--- src/design/jsu_pkg.sv ---
// jsu_pkg: shared types and constants for the json string unescape block
// holds the decode mode enum, the result group struct and character codes
// no dependencies
package jsu_pkg;

    // most bytes one input byte can produce
    localparam int MaxResults = 5;
    localparam int CountW     = $clog2(MaxResults + 1);

    // escape decoding modes
    typedef enum logic [1:0] {
        MODE_PLAIN  = 2'd0,
        MODE_ESCAPE = 2'd1,
        MODE_HEX    = 2'd2
    } jsu_mode_t;

    // group of decoded bytes caused by one input request
    typedef struct packed {
        logic [MaxResults-1:0][7:0] bytes;
        logic [CountW-1:0]          count;
        logic                       str_end;
    } jsu_group_t;

    // input characters
    localparam logic [7:0] CharBackslash = 8'h5C;
    localparam logic [7:0] CharU         = 8'h75;
    localparam logic [7:0] CharN         = 8'h6E;
    localparam logic [7:0] CharT         = 8'h74;
    localparam logic [7:0] CharR         = 8'h72;
    localparam logic [7:0] CharB         = 8'h62;
    localparam logic [7:0] CharF         = 8'h66;

    // decoded control characters
    localparam logic [7:0] CtrlLf = 8'h0A;
    localparam logic [7:0] CtrlHt = 8'h09;
    localparam logic [7:0] CtrlCr = 8'h0D;
    localparam logic [7:0] CtrlBs = 8'h08;
    localparam logic [7:0] CtrlFf = 8'h0C;

    // nonzero unicode escapes below this value decode to one byte
    localparam logic [15:0] AsciiLimit = 16'd128;

endpackage

--- src/design/jsu_decode.sv ---
// jsu_decode: escape state machine, decodes one input byte into a result group
// keeps decode mode, hex digit count and the collected hex digits
// depends on jsu_pkg
module jsu_decode (
    input  logic               clk,
    input  logic               rst_n,
    input  logic               accept,
    input  logic [7:0]         in_byte,
    input  logic               in_last,
    output jsu_pkg::jsu_group_t grp
);
    import jsu_pkg::*;

    jsu_mode_t   mode_reg, mode_next;
    logic [1:0]  cnt_reg, cnt_next;
    logic [7:0]  chars_reg [3];
    logic        wr_en;
    logic [4:0]  hv;
    logic [4:0]  hv0, hv1, hv2;
    logic [15:0] code;

    // hex digit value, bit 4 flags a valid digit
    function automatic logic [4:0] hex_value(input logic [7:0] c);
        logic [4:0] r;
        r = '0;
        if (c >= 8'h30 && c <= 8'h39)
            r = {1'b1, 4'(c - 8'h30)};
        else if (c >= 8'h61 && c <= 8'h66)
            r = {1'b1, 4'(c - 8'h57)};
        else if (c >= 8'h41 && c <= 8'h46)
            r = {1'b1, 4'(c - 8'h37)};
        return r;
    endfunction

    // append one byte to a group
    function automatic jsu_group_t put_byte(input jsu_group_t g, input logic [7:0] b);
        jsu_group_t r;
        r = g;
        r.bytes[r.count] = b;
        r.count = r.count + 1'b1;
        return r;
    endfunction

    assign hv   = hex_value(in_byte);
    assign hv0  = hex_value(chars_reg[0]);
    assign hv1  = hex_value(chars_reg[1]);
    assign hv2  = hex_value(chars_reg[2]);
    assign code = {hv0[3:0], hv1[3:0], hv2[3:0], hv[3:0]};

    // next state and result group
    always_comb
    begin
        mode_next   = mode_reg;
        cnt_next    = cnt_reg;
        wr_en       = 1'b0;
        grp.bytes   = '0;
        grp.count   = '0;
        grp.str_end = in_last;
        unique case (mode_reg)
            MODE_ESCAPE:
            begin
                mode_next = MODE_PLAIN;
                case (in_byte)
                    CharN: grp = put_byte(grp, CtrlLf);
                    CharT: grp = put_byte(grp, CtrlHt);
                    CharR: grp = put_byte(grp, CtrlCr);
                    CharB: grp = put_byte(grp, CtrlBs);
                    CharF: grp = put_byte(grp, CtrlFf);
                    CharU:
                    begin
                        if (in_last)
                            grp = put_byte(grp, CharU);
                        else
                        begin
                            mode_next = MODE_HEX;
                            cnt_next  = '0;
                        end
                    end
                    default: grp = put_byte(grp, in_byte);
                endcase
            end
            MODE_HEX:
            begin
                if (!hv[4])
                begin
                    // failed escape: flush digits, then handle byte as plain text
                    grp = put_byte(grp, CharU);
                    for (int k = 0; k < 3; k++)
                        if (2'(k) < cnt_reg)
                            grp = put_byte(grp, chars_reg[k]);
                    cnt_next = '0;
                    if (in_byte == CharBackslash && !in_last)
                        mode_next = MODE_ESCAPE;
                    else
                    begin
                        mode_next = MODE_PLAIN;
                        grp = put_byte(grp, in_byte);
                    end
                end
                else if (cnt_reg != 2'd3)
                begin
                    wr_en    = 1'b1;
                    cnt_next = cnt_reg + 1'b1;
                    // string ends mid escape: flush digits including this one
                    if (in_last)
                    begin
                        grp = put_byte(grp, CharU);
                        for (int k = 0; k < 3; k++)
                        begin
                            if (2'(k) < cnt_reg)
                                grp = put_byte(grp, chars_reg[k]);
                            else if (2'(k) == cnt_reg)
                                grp = put_byte(grp, in_byte);
                        end
                    end
                end
                else
                begin
                    // fourth digit completes the escape
                    if (code != '0 && code < AsciiLimit)
                        grp = put_byte(grp, code[7:0]);
                    else
                    begin
                        grp = put_byte(grp, CharU);
                        for (int k = 0; k < 3; k++)
                            grp = put_byte(grp, chars_reg[k]);
                        grp = put_byte(grp, in_byte);
                    end
                    mode_next = MODE_PLAIN;
                    cnt_next  = '0;
                end
            end
            default:
            begin
                mode_next = MODE_PLAIN;
                if (in_byte == CharBackslash && !in_last)
                    mode_next = MODE_ESCAPE;
                else
                    grp = put_byte(grp, in_byte);
            end
        endcase
        if (in_last)
        begin
            mode_next = MODE_PLAIN;
            cnt_next  = '0;
        end
    end

    // control state
    always_ff @(posedge clk or negedge rst_n)
    begin
        if (!rst_n)
        begin
            mode_reg <= MODE_PLAIN;
            cnt_reg  <= '0;
        end
        else if (accept)
        begin
            mode_reg <= mode_next;
            cnt_reg  <= cnt_next;
        end
    end

    // collected hex digits
    always_ff @(posedge clk)
    begin
        if (accept && wr_en)
            chars_reg[cnt_reg] <= in_byte;
    end

endmodule

--- src/design/jsu_serializer.sv ---
// jsu_serializer: result register that holds a decoded group and sends it
// out one byte per cycle while out_ready is high, shifting the group down as bytes are taken
// depends on jsu_pkg
module jsu_serializer (
    input  logic                clk,
    input  logic                rst_n,
    input  logic                load,
    input  jsu_pkg::jsu_group_t grp,
    output logic                can_load,
    output logic [7:0]          out_byte,
    output logic                run_last,
    output logic                string_end,
    output logic                out_valid,
    input  logic                out_ready
);
    import jsu_pkg::*;

    logic [MaxResults-1:0][7:0] bytes_reg;
    logic [CountW-1:0]          rem_reg;
    logic                       end_reg;
    logic                       pop;
    logic                       one_left;

    assign one_left   = (rem_reg == CountW'(1));
    assign out_valid  = (rem_reg != '0);
    assign pop        = out_valid && out_ready;
    assign can_load   = !out_valid || (one_left && out_ready);
    assign out_byte   = bytes_reg[0];
    assign run_last   = one_left;
    assign string_end = one_left && end_reg;

    // remaining count
    always_ff @(posedge clk or negedge rst_n)
    begin
        if (!rst_n)
            rem_reg <= '0;
        else if (load && grp.count != '0)
            rem_reg <= grp.count;
        else if (pop)
            rem_reg <= rem_reg - 1'b1;
    end

    // group bytes, oldest at the bottom
    always_ff @(posedge clk)
    begin
        if (load && grp.count != '0)
        begin
            bytes_reg <= grp.bytes;
            end_reg   <= grp.str_end;
        end
        else if (pop)
            bytes_reg <= {8'h00, bytes_reg[MaxResults-1:1]};
    end

endmodule

--- src/design/json_string_unescape_core.sv ---
// json_string_unescape_core: streaming unescape of a json string body
// output: registered, drained one byte per cycle while out_ready is high
// throughput: one input byte per cycle while out_ready is high and each byte
// yields one result; a larger group holds the input until its last byte is taken
// reset: asynchronous active low, returns to plain text mode, no results pending
module json_string_unescape_core (
    input  logic       clk,
    input  logic       rst_n,
    input  logic [7:0] in_byte,
    input  logic       in_last,
    input  logic       in_valid,
    output logic       in_ready,
    output logic [7:0] out_byte,
    output logic       run_last,
    output logic       string_end,
    output logic       out_valid,
    input  logic       out_ready
);
    import jsu_pkg::*;

    jsu_group_t grp;
    logic       accept;

    assign accept = in_valid && in_ready;

    // escape decoding
    jsu_decode u_decode (
        .clk     (clk),
        .rst_n   (rst_n),
        .accept  (accept),
        .in_byte (in_byte),
        .in_last (in_last),
        .grp     (grp)
    );

    // result register and output sequencing
    jsu_serializer u_serializer (
        .clk        (clk),
        .rst_n      (rst_n),
        .load       (accept),
        .grp        (grp),
        .can_load   (in_ready),
        .out_byte   (out_byte),
        .run_last   (run_last),
        .string_end (string_end),
        .out_valid  (out_valid),
        .out_ready  (out_ready)
    );

    // end of string always yields a result
    a_last_gives_result: assert property (@(posedge clk) disable iff (!rst_n)
        in_valid && in_ready && in_last |=> out_valid)
        else $error("string end produced no result");

    // input held while a multi-byte group drains
    a_hold_during_group: assert property (@(posedge clk) disable iff (!rst_n)
        out_valid && !run_last |-> !in_ready)
        else $error("input taken with results still pending");

    // string end marks only the last byte of a group
    a_end_on_run_last: assert property (@(posedge clk) disable iff (!rst_n)
        out_valid && string_end |-> run_last)
        else $error("string end flagged before last byte of group");

endmodule

--- config.mk ---
export PLATFORM = sky130hd
export DESIGN_NAME = json_string_unescape_core
export DESIGN_NICKNAME = d
export VERILOG_FILES = /design/src/design/jsu_pkg.sv /design/src/design/jsu_decode.sv /design/src/design/jsu_serializer.sv /design/src/design/json_string_unescape_core.sv
export SDC_FILE = /design/constraint.sdc
export NUM_CORES = 1
export LEC_CHECK = 0
export BUFFER_PORTS_ARGS = -buffer_cell sky130_fd_sc_hd__buf_2
export CAP_MARGIN = 20
export CORE_MARGIN = 1.5
export CORE_UTILIZATION = 57
export DETAILED_ROUTE_END_ITERATION = 10
export GPL_ROUTABILITY_DRIVEN = 0
export HOLD_SLACK_MARGIN = 0.12
export PLACE_DENSITY = 0.89
export SYNTH_ARGS = -nofsm -noshare
export SYNTH_HDL_FRONTEND = slang
export SYNTH_SLANG_ARGS = --single-unit
--- constraint.sdc ---
create_clock -name clk -period 3.39 [get_ports clk]
set_input_delay 0.678 -clock clk [delete_from_list [all_inputs] [get_ports clk]]
set_output_delay 0.678 -clock clk [all_outputs]
set_load 0.005 [all_outputs]
==> results of run 1 <==
per-layer routing:
| metal | part of all wire [%] | up-vias | track usage (%) | wire length (um) |
|---|---|---|---|---|
| li1 | - | 2459 | - | - |
| met1 | 37 | 2604 | 43.0 | 6420 |
| met2 | 45 | 411 | 54.0 | 7800 |
| met3 | 12 | 133 | 8.60 | 2000 |
| met4 | 6.1 | 0 | 15.9 | 1060 |
| met5 | 0 | - | 0 | 0 |
cell type report:
type                    count  share of cell area [%]
flip-flops and latches     72                    32.3
inverters                  34                    1.97
multi-input cells         459                    49.8
well taps                 133                    2.52
clock inverters             4                   0.342
repair buffers            102                    11.1
clock buffers              11                    1.99
power groups by stage:
stage               clock network (mW)  logic, mW  registers [mW]
floorplan                            0      0.652            1.40
global placement                     0      0.828            1.42
detailed placement                   0      0.878            1.43
CTS                              0.581      0.886            1.42
global route                     0.618      0.981            1.44
finish                           0.580      0.895            1.41
cell usage in the layout (no fill, tap or decap), types with 4 or more instances in the layout:
| cell type | netlist | final |
|---|---|---|
| nor2_1 | 36 | 36 |
| a22o_1 | 8 | 8 |
| mux2_1 | 14 | 14 |
| o211ai_1 | 8 | 8 |
| nor3_1 | 13 | 13 |
| o31ai_1 | 5 | 5 |
| mux2_4 | 8 | 8 |
| o22ai_1 | 4 | 4 |
| nand2_1 | 45 | 44 |
| xor2_1 | 4 | 4 |
| buf_2 | 7 | 24 |
| buf_4 | 8 | 76 |
| nand3_1 | 17 | 17 |
| a311oi_1 | 5 | 5 |
| a22oi_1 | 9 | 9 |
| edfxtp_1 | 65 | 65 |
| inv_1 | 33 | 32 |
| a21o_1 | 5 | 5 |
| nand2b_1 | 6 | 5 |
| nand4_1 | 10 | 10 |
| and3_1 | 5 | 4 |
| a221oi_1 | 4 | 4 |
| nor2b_1 | 16 | 16 |
| o32ai_1 | 5 | 5 |
| clkbuf_8 | 0 | 9 |
| a31oi_1 | 12 | 11 |
| o21ai_0 | 40 | 40 |
| nor4_1 | 7 | 7 |
| mux2i_1 | 12 | 12 |
| dfrtp_1 | 7 | 7 |
| a221o_1 | 5 | 5 |
| a211oi_1 | 8 | 8 |
| a21oi_1 | 49 | 47 |
| and2_1 | 9 | 9 |
| ha_1 | 30 | 29 |
what timing repair did:
| item | CTS | global route |
|---|---|---|
| setup buffers | 0 | 4 |
| hold endpoints to repair | 0 | 0 |
| hold buffers | 0 | 0 |
| resized for setup | 0 | 5 |
| endpoints found under the setup margin | 0 | 67 |
how the worst max path moves through the flow:
stage                                        from                                       end  slack (ps)  depth (start not counted)
6_report                               in_byte[1]        u_serializer.out_byte[7]$_DFFE_PP_         120                         13
5_1_grt        u_decode.chars_reg[2][0]$_DFFE_PP_  u_serializer.bytes_reg[32]$_SDFFCE_PN0P_          10                         11
4_1_cts        u_decode.chars_reg[2][0]$_DFFE_PP_  u_serializer.bytes_reg[34]$_SDFFCE_PN0P_         100                         11
3_5_place_dp                           in_byte[1]        u_serializer.out_byte[7]$_DFFE_PP_        -190                         12
3_3_place_gp                           in_byte[1]      u_serializer.bytes_reg[30]$_DFFE_PP_        -100                         12
2_1_floorplan                          in_byte[0]      u_serializer.bytes_reg[10]$_DFFE_PP_          20                         12
critical path: cells and delay by family:
kind,cells,cell delay [ps]
mux,1,350
fa+ha+maj,1,250
simple gates,3,230
buf+inv,4,600
compound gates,4,1260
through the flow:
stage               instance area, sq um  cells
detailed placement                  6380    795
floorplan                           5800    616
finish                              6590    815
CTS                                 6540    810
global route                        6590    815
global placement                    6380    795
kinds of logic (layout without fill, tap and decap cells):
| group | after synthesis | count (layout) | synth area share [%] |
|---|---|---|---|
| muxes | 34 | 34 | 6.96 |
| xor gates and xnor gates | 6 | 6 | 0.919 |
| adders and majority gates | 30 | 30 | 6.56 |
| buffers and inverters | 86 | 151 | 6.98 |
| and+or+nand+nor | 193 | 193 | 18.1 |
| DFF | 72 | 72 | 37.2 |
| AOI/OAI and AO/OA | 195 | 196 | 23.3 |
==> flow_summary.yaml, run 1 <==
outcome:
  status: "finished clean"
power_and_ir_drop:
  switchingPower_uw: 882
  leakagePower_nw: 2.53
  p_clk_share_pct: 20.1
  seqPwrFrac_pct: 48.9
  switching_share_pct: 30.5
  pwr-share-comb_pct: 31.0
  vdd_drop_max_mv: 0.268
  intPower_mw: 2.01
  finalPower_mw: 2.89
  power.density_nw_per_um2: 438
critical_path:
  cp_slowest_stage_delay_ps: 550
  path_max_fanout: 11
  rrSetupSlack_ps: 130
  crit_top_cell: "buf_4"
  path_class: "in2reg"
  arrival_ps: 3380
  critPathRequiredTime_ps: 3500
  critPathLaunchType: "input port"
  path_cells: "buf_2 > inv_1 > ha_1 > o21bai_1 > a21oi_2 > buf_4 > nor2_4 > buf_4 > nand4_1 > nor2_1 > o31ai_1 > o21ai_0 > mux2_4"
  crit_path_top_delay_cell: "o31ai_1"
  worstRegToRegCells: 11
  reg2reg_from: "u_decode.chars_reg[2][0]$_DFFE_PP_"
  reg2reg_to: "u_serializer.out_byte[4]$_DFFE_PP_"
  crit_path_end_kind: "register"
finish:
  largest_reg_flops: 32
  final_layout_size_suffix_gt1_share_pct: 21.1
  final-seq-area_sq_um: 2130
  syn_to_final_growth_pct: 15.2
  diodes: 0
  n_fill_cell: 750
  nets: 721
  multi_input_area_sq_um: 3280
  fin_util_pct: 67.4
grt:
  grt_max_degree: 36
  overflow: 0
  grt_pass1_wl_mm: 26.9
  grt_use_total_pct: 33.8
  antenna_found_initial: 0
  grt_pass1_vias: 5282
placement:
  port_buffers: 24
  place_ws_ps: -193
  dp_hpwl_mm: 12.7
synthesis:
  yosys_warnings: 0
  synthFlopType: "edfxtp_1"
  yosys.area.top_type: "edfxtp_1"
  syn_nets: 659
  synth_top_area_share_pct: 34.1
  yosysSeqAreaShare_pct: 37.2
  netlist-cell-type-count: 72
  synthArstFlopShare_pct: 9.72
  syn_avg_cell_area_sq_um: 9.29
  ys_top_cells_by_area: "edfxtp_1, ha_1, a21oi_1"
  synth_most_common_cell: "edfxtp_1"
  netlist_area_sq_um: 5720
  synth_common_cells: "edfxtp_1, a21oi_1, nand2_1, o21ai_0, nor2_1"
  syn_inst: 616
  synth_edf_count: 65
  synth-seq-cells: 72
sta:
  finalHoldViolCount: 0
  slew_headroom_pct: 57.9
  fmax_mhz: 306
  rsz0062_at_grt: "false"
  worst_hold_slack_ps: 137
  fin_skew_ps: 17.5
  slew_viol_final: 0
  fin_crit_sh_pct: 96.5
  setup-tns-final_ps: 0
  worst_pin_slew_ps: 626
  finalSetupViolations: 0
  period_minus_slack_ps: 3270
  layout_setup_ws_ps: 120
clocking:
  clk_pin_slew_worst_paths_ps: 90
  ctsHtreeMaxLevel: 3
  insertion_delay_ps: 370
  cts_root_buffer: "clkbuf_8"
  cts_inserted_buffers: 9
  cts_tree: "yes"
  clock_sinks: 72
  clockBufferDepth: 2
drt:
  drtIter0Drc: 1113
  wl_per_cell_um: 21.2
  drtPass1Iterations: 9
  via_count: 5607
  viasPerCell: 6.88
  wirelength_mm: 17.3
  drtAntennaViolNets: 0
  drc: 0
floorplan:
  num_rows: 36
  die_w_um: 103
  ios: 25
  fp.dieH_um: 103
  fp.coreArea_sq_um: 9770
  die-area_sq_um: 10600
  start_util_pct: 58.5
run:
  cap_violations: 0
min_path:
  min_path_type: "in2async"
(Power assumes the default switching activity.)
==> run 2: changes to the inputs <==
--- a/config.mk
+++ b/config.mk
@@ -8,11 +8,11 @@
 export BUFFER_PORTS_ARGS = -buffer_cell sky130_fd_sc_hd__buf_2
 export CAP_MARGIN = 20
 export CORE_MARGIN = 1.5
-export CORE_UTILIZATION = 57
+export CORE_UTILIZATION = 55
 export DETAILED_ROUTE_END_ITERATION = 10
 export GPL_ROUTABILITY_DRIVEN = 0
 export HOLD_SLACK_MARGIN = 0.12
-export PLACE_DENSITY = 0.89
+export PLACE_DENSITY = 0.86
 export SYNTH_ARGS = -nofsm -noshare
 export SYNTH_HDL_FRONTEND = slang
 export SYNTH_SLANG_ARGS = --single-unit
==> run 2 against run 1 <==
Compared with the run above: global-route usage decreased by 1.3 points; die area increased by 3.5%; highest routed layer unchanged; clock power increased by 26%; total power increased by 5.7%; sequential cell count unchanged; sequential share of layout area about the same; via count decreased by 0.25%; utilization decreased by 2.7 points; hold slack improved by 11 ps; largest cell class unchanged; non-clock buffer count decreased by 6; critical endpoint is now u_serializer.bytes_reg[14]$_DFFE_PP_; first-iteration DRC count increased by 11%.
==> flow_summary.yaml, run 2 (synthesized netlist as in run 1, its figures left out) <==
critical_path:
  critPathRequiredTime_ps: 3490
  startpoint: "u_decode.chars_reg[0][1]$_DFFE_PP_"
  path_class: "reg2reg"
  arrival_ps: 3470
  crit_path_end_kind: "register"
  path_cells: "inv_1 > ha_1 > or3b_2 > nand4_1 > a31oi_1 > a21oi_1 > nand4_2 > buf_4 > a21oi_1 > a2111oi_0 > buf_4 > mux2_1"
  critPathLaunchType: "register"
  rrSetupSlack_ps: 30
  crit_path_top_delay_cell: "edfxtp_1"
  reg2reg_from: "u_decode.chars_reg[0][1]$_DFFE_PP_"
  path_max_fanout: 7
  worstRegToRegCells: 12
  reg2reg_to: "u_serializer.bytes_reg[14]$_DFFE_PP_"
  crit_end: "u_serializer.bytes_reg[14]$_DFFE_PP_"
  cp_slowest_stage_delay_ps: 490
grt:
  grt_use_total_pct: 32.5
  overflow: 0
  grt_pass1_wl_mm: 27.9
  antenna_found_initial: 2
  grt_max_degree: 37
  grt_pass1_vias: 5356
floorplan:
  fp.coreArea_sq_um: 10200
  die_w_um: 105
  num_rows: 37
  start_util_pct: 56.2
  die-area_sq_um: 11000
  ios: 25
  fp.dieH_um: 105
sta:
  slew_viol_final: 0
  fin_crit_sh_pct: 99.2
  fmax_mhz: 297
  finalSetupViolations: 0
  slew_headroom_pct: 47.3
  fin_skew_ps: 14.6
  worst_pin_slew_ps: 784
  period_minus_slack_ps: 3360
  finalHoldViolCount: 0
placement:
  dpl_cell_area_sq_um: 6360
  dp_hpwl_mm: 12.8
  port_buffers: 24
finish:
  largest_reg_flops: 32
  syn_to_final_growth_pct: 15.3
  finalInstanceArea_sq_um: 6600
  fin_util_pct: 64.8
  final_cell_mix: "buf_4, edfxtp_1, a21oi_1, nand2_1, o21ai_0"
  n_fill_cell: 814
  nets: 714
  layout_commonest_cell: "buf_4"
  final_layout_size_suffix_gt1_share_pct: 20.3
drt:
  drtPass1Iterations: 8
  wl_per_cell_um: 21.5
  via_count: 5593
  wirelength_mm: 17.4
  drtAntennaViolNets: 0
  drc: 0
  viasPerCell: 6.88
  drtIter0Drc: 1236
min_path:
  min_path_type: "in2async"
clocking:
  clk_pin_slew_worst_paths_ps: 70
  clock_sinks: 72
  cts_inserted_buffers: 9
  ctsHtreeMaxLevel: 3
  insertion_delay_ps: 360
  holdBufCountCts: 0
  cts_root_buffer: "clkbuf_8"
  cts_tree: "yes"
  clockBufferDepth: 2
power_and_ir_drop:
  finalPower_mw: 3.05
  vdd_drop_max_mv: 0.339
  leakagePower_nw: 2.51
  power.density_nw_per_um2: 463
run:
  cap_violations: 0
outcome:
  status: "finished clean"
run 2: report_power, final:
group / internal (mW) / total (mW) / leakage, nW / switching (mW)
Combinational: 0.422 / 0.904 / 1.69 / 0.482
Clock: 0.405 / 0.728 / 0.101 / 0.324
Sequential: 1.34 / 1.42 / 0.720 / 0.0844
Total: 2.16 / 3.05 / 2.51 / 0.890
run 2: layout make-up:
| cell class | count | area (sq um) | share of cell area, % |
|---|---|---|---|
| Multi-Input combinational cell | 458 | 3280 | 49.7 |
| Clock buffer | 10 | 128 | 1.94 |
| Clock inverter | 5 | 72.6 | 1.10 |
| Antenna cell | 2 | 5.00 | 0.0759 |
| Sequential cell | 72 | 2130 | 32.3 |
| Inverter | 34 | 130 | 1.97 |
| Timing Repair Buffer | 96 | 686 | 10.4 |
| Tap cell | 136 | 170 | 2.58 |
run 2: worst max-delay path: cells and delay by family, from the launching register on:
family / cells / cell delay [ps]
AO/OA/AOI/OAI: 4 / 770
adder cells (fa/ha/maj): 1 / 210
buffers and inverters: 3 / 540
flip-flops: 1 / 490
multiplexers: 1 / 290
AND/OR/NAND/NOR: 3 / 830
run 2: how the worst min path moves through the flow:
stage                                                 from                          endpoint  slack (ps)
after global placement    u_decode.mode_reg[1]$_DFFE_PN0P_  u_decode.mode_reg[1]$_DFFE_PN0P_         490
after detailed placement  u_decode.mode_reg[1]$_DFFE_PN0P_  u_decode.mode_reg[1]$_DFFE_PN0P_         510
final                                                rst_n   u_decode.cnt_reg[0]$_DFFE_PN0P_         150
after global routing                                 rst_n   u_decode.cnt_reg[0]$_DFFE_PN0P_         160
after CTS                                            rst_n  u_decode.mode_reg[1]$_DFFE_PN0P_         150
after floorplan                                      rst_n   u_decode.cnt_reg[0]$_DFFE_PN0P_         380
run 2: per-layer routing:
| metal | part of all wire [%] | routed length, um | GRT usage (%) | vias to the layer above |
|---|---|---|---|---|
| met1 | 37 | 6450 | 40.5 | 2583 |
| met3 | 13 | 2210 | 10.3 | 117 |
| li1 | - | - | - | 2445 |
| met5 | 0 | 0 | 0 | - |
| met4 | 4.7 | 825 | 12.7 | 0 |
| met2 | 46 | 7960 | 52.4 | 448 |
run 2: what timing repair did:
item	in CTS	in global routing
resized for setup	0	6
buffers inserted	0	2
setup endpoints to repair	0	5
run 2: metrics by stage:
stage	cells	hold WS [ps]	setup slack [ps]	TNS [ps]
after CTS	809	146	92.4	0
after floorplan	616	382	16.8	0
after global placement	794	490	-208	-346
after detailed placement	794	507	-246	-3020
after global routing	811	156	-38.4	-38.4
final	813	148	27.7	0
